`config.mk`:
```
export PLATFORM = sky130hd
export DESIGN_NAME = prk_div
export DESIGN_NICKNAME = d
export VERILOG_FILES = /design/src/prk_pkg.sv /design/src/prk_div.sv
export SDC_FILE = /design/constraint.sdc
export NUM_CORES = 1
export LEC_CHECK = 0
export BUFFER_PORTS_ARGS = -buffer_cell sky130_fd_sc_hd__buf_2
export CAP_MARGIN = 20
export CORE_ASPECT_RATIO = 0.9
export CORE_MARGIN = 2
export CORE_UTILIZATION = 40
export CTS_CLUSTER_SIZE = 24
export DETAILED_ROUTE_END_ITERATION = 7
export GPL_TIMING_DRIVEN = 0
export PLACE_DENSITY = 0.73
export SLEW_MARGIN = 20
export SYNTH_ARGS = -nofsm -noshare
export SYNTH_HDL_FRONTEND = slang
export SYNTH_SLANG_ARGS = --single-unit
```
`constraint.sdc`:
```
create_clock -name clk -period 2.4 [get_ports clk]
set_input_delay 0.12 -clock clk [delete_from_list [all_inputs] [get_ports clk]]
set_output_delay 0.12 -clock clk [all_outputs]
set_load 0.05 [all_outputs]
```
`src/prk_pkg.sv`:
```
`default_nettype none
package prk_pkg;

	// graph geometry
	localparam int MAX_PAGES  = 1024;
	localparam int PAGE_BITS  = $clog2(MAX_PAGES);
	localparam int CNT_BITS   = 11;
	localparam int LINK_W     = 64;
	localparam int BIT_BITS   = $clog2(LINK_W);
	localparam int ROW_WORDS  = MAX_PAGES / LINK_W;
	localparam int WIDX_BITS  = $clog2(ROW_WORDS);
	localparam int LINK_AW    = PAGE_BITS + WIDX_BITS;
	localparam int LINK_DEPTH = MAX_PAGES * ROW_WORDS;

	// number formats
	localparam int RANK_BITS = 32;
	localparam int DAMP_BITS = 16;
	localparam int CHG_BITS  = RANK_BITS + 2;
	localparam int ITER_BITS = 16;
	localparam int DEG_BITS  = 11;
	localparam int DIV_BITS  = RANK_BITS + 1;
	localparam int SUM_BITS  = RANK_BITS + PAGE_BITS;
	localparam int PROD_BITS = SUM_BITS + DAMP_BITS;
	localparam int RSUM_BITS = SUM_BITS + 1;

	localparam logic [DEG_BITS-1:0] DEG_MAX = '1;

	// item kinds
	localparam logic [1:0] KIND_LINK  = 2'd0;
	localparam logic [1:0] KIND_RUN   = 2'd1;
	localparam logic [1:0] KIND_READ  = 2'd2;
	localparam logic [1:0] KIND_CLEAR = 2'd3;

	// result kinds
	localparam logic RES_RUN  = 1'b0;
	localparam logic RES_READ = 1'b1;

	// register indexes
	localparam logic [1:0] CFG_PAGES = 2'd0;
	localparam logic [1:0] CFG_DAMP  = 2'd1;
	localparam logic [1:0] CFG_THR   = 2'd2;
	localparam logic [1:0] CFG_LIMIT = 2'd3;

	// register reset values
	localparam logic [CNT_BITS-1:0]  PAGES_RST = 11'd1;
	localparam logic [DAMP_BITS-1:0] DAMP_RST  = 16'd55705;
	localparam logic [CHG_BITS-1:0]  THR_RST   = 34'd42950;
	localparam logic [ITER_BITS-1:0] LIMIT_RST = 16'd1000;

	typedef struct packed {
		logic                go;
		logic [DIV_BITS-1:0] dividend;
		logic [DEG_BITS-1:0] divisor;
	} div_req_t;

	typedef struct packed {
		logic                done;
		logic [DIV_BITS-1:0] quot;
	} div_rsp_t;

endpackage
`default_nettype wire

```
`src/prk_div.sv`:
```
`default_nettype none
module prk_div import prk_pkg::*; (
	input  wire logic     clk,
	input  wire logic     arst_n,
	input  wire div_req_t req,
	output      div_rsp_t rsp
);

	localparam int STEP_BITS = $clog2(DIV_BITS + 1);

	logic [STEP_BITS-1:0] cnt_q;
	logic [DIV_BITS-1:0]  dvd_q;
	logic [DEG_BITS-1:0]  rem_q;
	logic [DEG_BITS-1:0]  dsr_q;
	logic                 done_q;
	logic [DEG_BITS:0]    rem_sh;
	logic                 fits;
	logic [DEG_BITS:0]    rem_sub;

	// one restoring step: shift in the next dividend bit, subtract if it fits
	always_comb begin
		rem_sh  = {rem_q, dvd_q[DIV_BITS-1]};
		fits    = (rem_sh >= {1'b0, dsr_q});
		rem_sub = rem_sh - {1'b0, dsr_q};
	end

	always_ff @(posedge clk or negedge arst_n) begin
		if (!arst_n) begin
			cnt_q  <= '0;
			done_q <= 1'b0;
		end else begin
			done_q <= 1'b0;
			if (req.go) begin
				cnt_q <= STEP_BITS'(DIV_BITS);
			end else if (cnt_q != '0) begin
				cnt_q <= cnt_q - 1'b1;
				if (cnt_q == STEP_BITS'(1)) begin
					done_q <= 1'b1;
				end
			end
		end
	end

	// quotient bits shift into the dividend register from below
	always_ff @(posedge clk) begin
		if (req.go) begin
			dvd_q <= req.dividend;
			dsr_q <= req.divisor;
			rem_q <= '0;
		end else if (cnt_q != '0) begin
			dvd_q <= {dvd_q[DIV_BITS-2:0], fits};
			rem_q <= fits ? rem_sub[DEG_BITS-1:0] : rem_sh[DEG_BITS-1:0];
		end
	end

	assign rsp.done = done_q;
	assign rsp.quot = dvd_q;

endmodule
`default_nettype wire

```
==> flow_summary.ini <==
[critical_path]
crit_family = simple AND/OR/NAND/NOR gates
cp_num_buf_inv = 2
end_kind = flip-flop
arrival_ps = 2640
worst_ep_required_time_ps = 2690
worstSetupPathType = reg -> reg
crit_fanout = 10
path_cells = inv_1 > ha_2 > fa_2 > nand2b_4 > a21oi_4 > o21ai_4 > a31o_1 > buf_6 > or4_1 > nand3_1
cpPeakStageDelay_ps = 460
rrSetupSlack_ps = 40
critical_path.slowest_cell = or4_1
start_kind = flip-flop

[cells_and_area]
final_cell_area_um2 = 4139
drive_above_1_share_pct = 39.31
regArea_um2 = 1717
nets = 435
multi_input_area_um2 = 1406
fillers = 657
antenna_cells = 0
area_delta_synth_final_pct = 30.24
stdcell_count = 475

[clock_network]
cts_made_buffers = 9
cts_tree = yes
root_buffer = clkbuf_8
clockBufferDepth = 2
clkSinkCount = 62
htreeDepth = 3
clock_latency_ps = 350
path_clk_slew_ps = 80

[flow_run]
maxCapViolations = 0

[die]
die-area_um2 = 8675
core_um2 = 7620
io_pins = 81
die_y_um = 88.56
initial_core_util_pct = 41.71
die_w_um = 97.96
rows = 30

[sta]
fmax_mhz = 424.6
finClkSkew_ps = 8.149
slew_violations = 0
rsz0062_at_grt = yes
final_hold_viol_count = 0
finalCritPeriodShare_pct = 98.13
min_period_ps = 2355
slew_headroom_pct = 53.04
setup_violations = 0
worst_pin_slew_ps = 703.3

[synthesis]
synth_top_family_by_area = multiplexers
syn_inst = 267
synth_adder_area_share_pct = 5.748
synth_top_area_cell = edfxtp_1
seq_area_frac_synth_pct = 54.02
ys_warn_count = 0
synth-main-ff-cell = edfxtp_1
syn_nets = 328
avgSynthCellArea_um2 = 11.90
yosys-top-cells-count = edfxtp_1, mux2_2, nor2_1, inv_1, nand2_1
synth_edf_count = 44
synth.ff_latch_count = 62
synthTopCellsByArea = edfxtp_1, mux2_2, dfxtp_1
synth_xor_xnor_area_share_pct = 0.8268
synth_async_sr_flop_share_pct = 11.29
yosys.area_share.simple_pct = 11.54
synth-compound-area-share_pct = 11.42
synthMuxAreaShare_pct = 12.64
synth_top_area_share_pct = 41.57
syn-cell-area_um2 = 3178
ys_types = 55
post-synth-top-count-cell = edfxtp_1

[route]
drtIter0Drc = 154
ant_nets = 0
avgViaCountPerCell = 5.063
drc = 0
dr.pass1.iters = 4
avgRoutedWirePerCell_um = 15.04
vias = 2405
wl_um = 7143

[grt]
antenna_found_initial = 0
track_usage_pct = 16.69
grt_pass1_wl_um = 11320
grt_max_degree = 34
grt_pass1_vias = 2396
grt.overflow.total = 0

[power_and_ir_drop]
p_total_mw = 3.371
irDropWorstVdd_mv = 0.5000
power.density_nw_per_um2 = 814.4
p_leak_nw = 1.778

[place]
gp_congestion = 0.8788
dp_cells = 443
dpl-instance-area_um2 = 3726
dp_hpwl_um = 5040
io_buffer_count = 80

[worst_hold_path]
hold_path_class = in -> reg

[outcome]
outcome = complete, no violations
## worst paths after layout
path | startpoint | end | cells past startpoint
worst max-delay path | dvd_q[32]$_DFFE_PP_ | rem_q[1]$_SDFFE_PP0P_ | 10
worst min-delay path | req[14] | dvd_q[3]$_DFFE_PP_ | 2
worst max register to register | dvd_q[32]$_DFFE_PP_ | rem_q[1]$_SDFFE_PP0P_ | 10
worst min register to register | rem_q[8]$_SDFFE_PP0P_ | rem_q[8]$_SDFFE_PP0P_ | 2
max in group asynchronous | arst_n | cnt_q[1]$_DFFE_PN0P_ | 2
min in group asynchronous | arst_n | done_q$_DFF_PN0_ | 2
## registers in the layout, indices dropped and copies added, names as in the netlist
signal and cells:
rem_q 11, done_q 1, cnt_q 6, dvd_q 33, dsr_q 11
## cell families (layout without fill, tap and decap cells)
kind of cell / after synthesis / in the layout
AND/OR/NAND/NOR: 72 / 72
XOR/XNOR: 3 / 3
AO/OA/AOI/OAI: 52 / 52
multiplexers: 36 / 36
flip-flops: 62 / 62
buffers and inverters: 28 / 140
adder cells (fa/ha/maj): 14 / 14
## layout by cell type (no fill, tap or decap), types with 3 or more instances in the layout
master / Yosys / layout
a21oi_1: 9 / 8
mux2_2: 33 / 33
dfrtp_1: 7 / 7
clkbuf_8: 0 / 9
nand2b_1: 5 / 4
edfxtp_1: 44 / 44
dfxtp_1: 11 / 11
nor3_1: 5 / 5
clkbuf_1: 7 / 7
dlygate4sd3_1: 0 / 12
a311oi_1: 5 / 5
xnor2_1: 3 / 3
buf_4: 2 / 5
nor2_1: 23 / 23
nand3_1: 5 / 5
buf_2: 1 / 81
or3_1: 4 / 3
o21ai_0: 13 / 13
ha_1: 13 / 11
inv_1: 16 / 15
mux2i_1: 3 / 3
a211oi_1: 3 / 3
nand2_1: 14 / 14
## repair_timing
action | in CTS | in global routing
pin swaps | 1 | 1
endpoints found under the setup margin | 7 | 9
hold buffers | 12 | 0
setup buffers | 1 | 3
hold endpoints to repair | 18 | 0
gates resized for setup | 1 | 6
## worst reg2reg max path, delay by kind of cell (launching register included)
kind	cells	cell delay, ps
AND/OR/NAND/NOR	3	700
adder cells (fa/ha/maj)	2	540
AO/OA/AOI/OAI	3	480
flip-flops	1	370
buffers and inverters	2	210
## where the power goes
group	leakage, nW	switching [mW]	internal, mW
sequential	0.635	0.0848	1.30
combinational	1.04	0.601	0.353
clock	0.104	0.447	0.588
## layout make-up
cell class              count  share of cell area [%]
flip-flops and latches     62                   41.48
multi-input cells         177                   33.98
repair buffers             96                   13.30
clock buffers               9                   2.993
well taps                  96                   2.902
clock inverters             7                   2.328
plain buffers              12                   1.572
inverters                  16                   1.451
## per-stage QoR
stage	util [%]	worst slack [ps]	TNS, ps	hold slack (ps)
after floorplan	-	-206.9	-497.7	-175.6
after global placement	48.90	-103.8	-2001	-37.22
after CTS	53.58	17.08	0	58.30
after detailed placement	48.90	-112.4	-330.0	-32.75
final	54.32	44.83	0	73.44
after global routing	54.32	-36.39	-50.95	59.26
## layer usage
layer  vias up  wire [µm]  GRT usage, %
met5         -          0             0
met4         0         91         5.934
met3         8        309         4.660
met2        58       3699         29.08
met1      1129       3043         20.14
li1       1210          -             -
No activity file was read; power rests on OpenSTA's default activity.
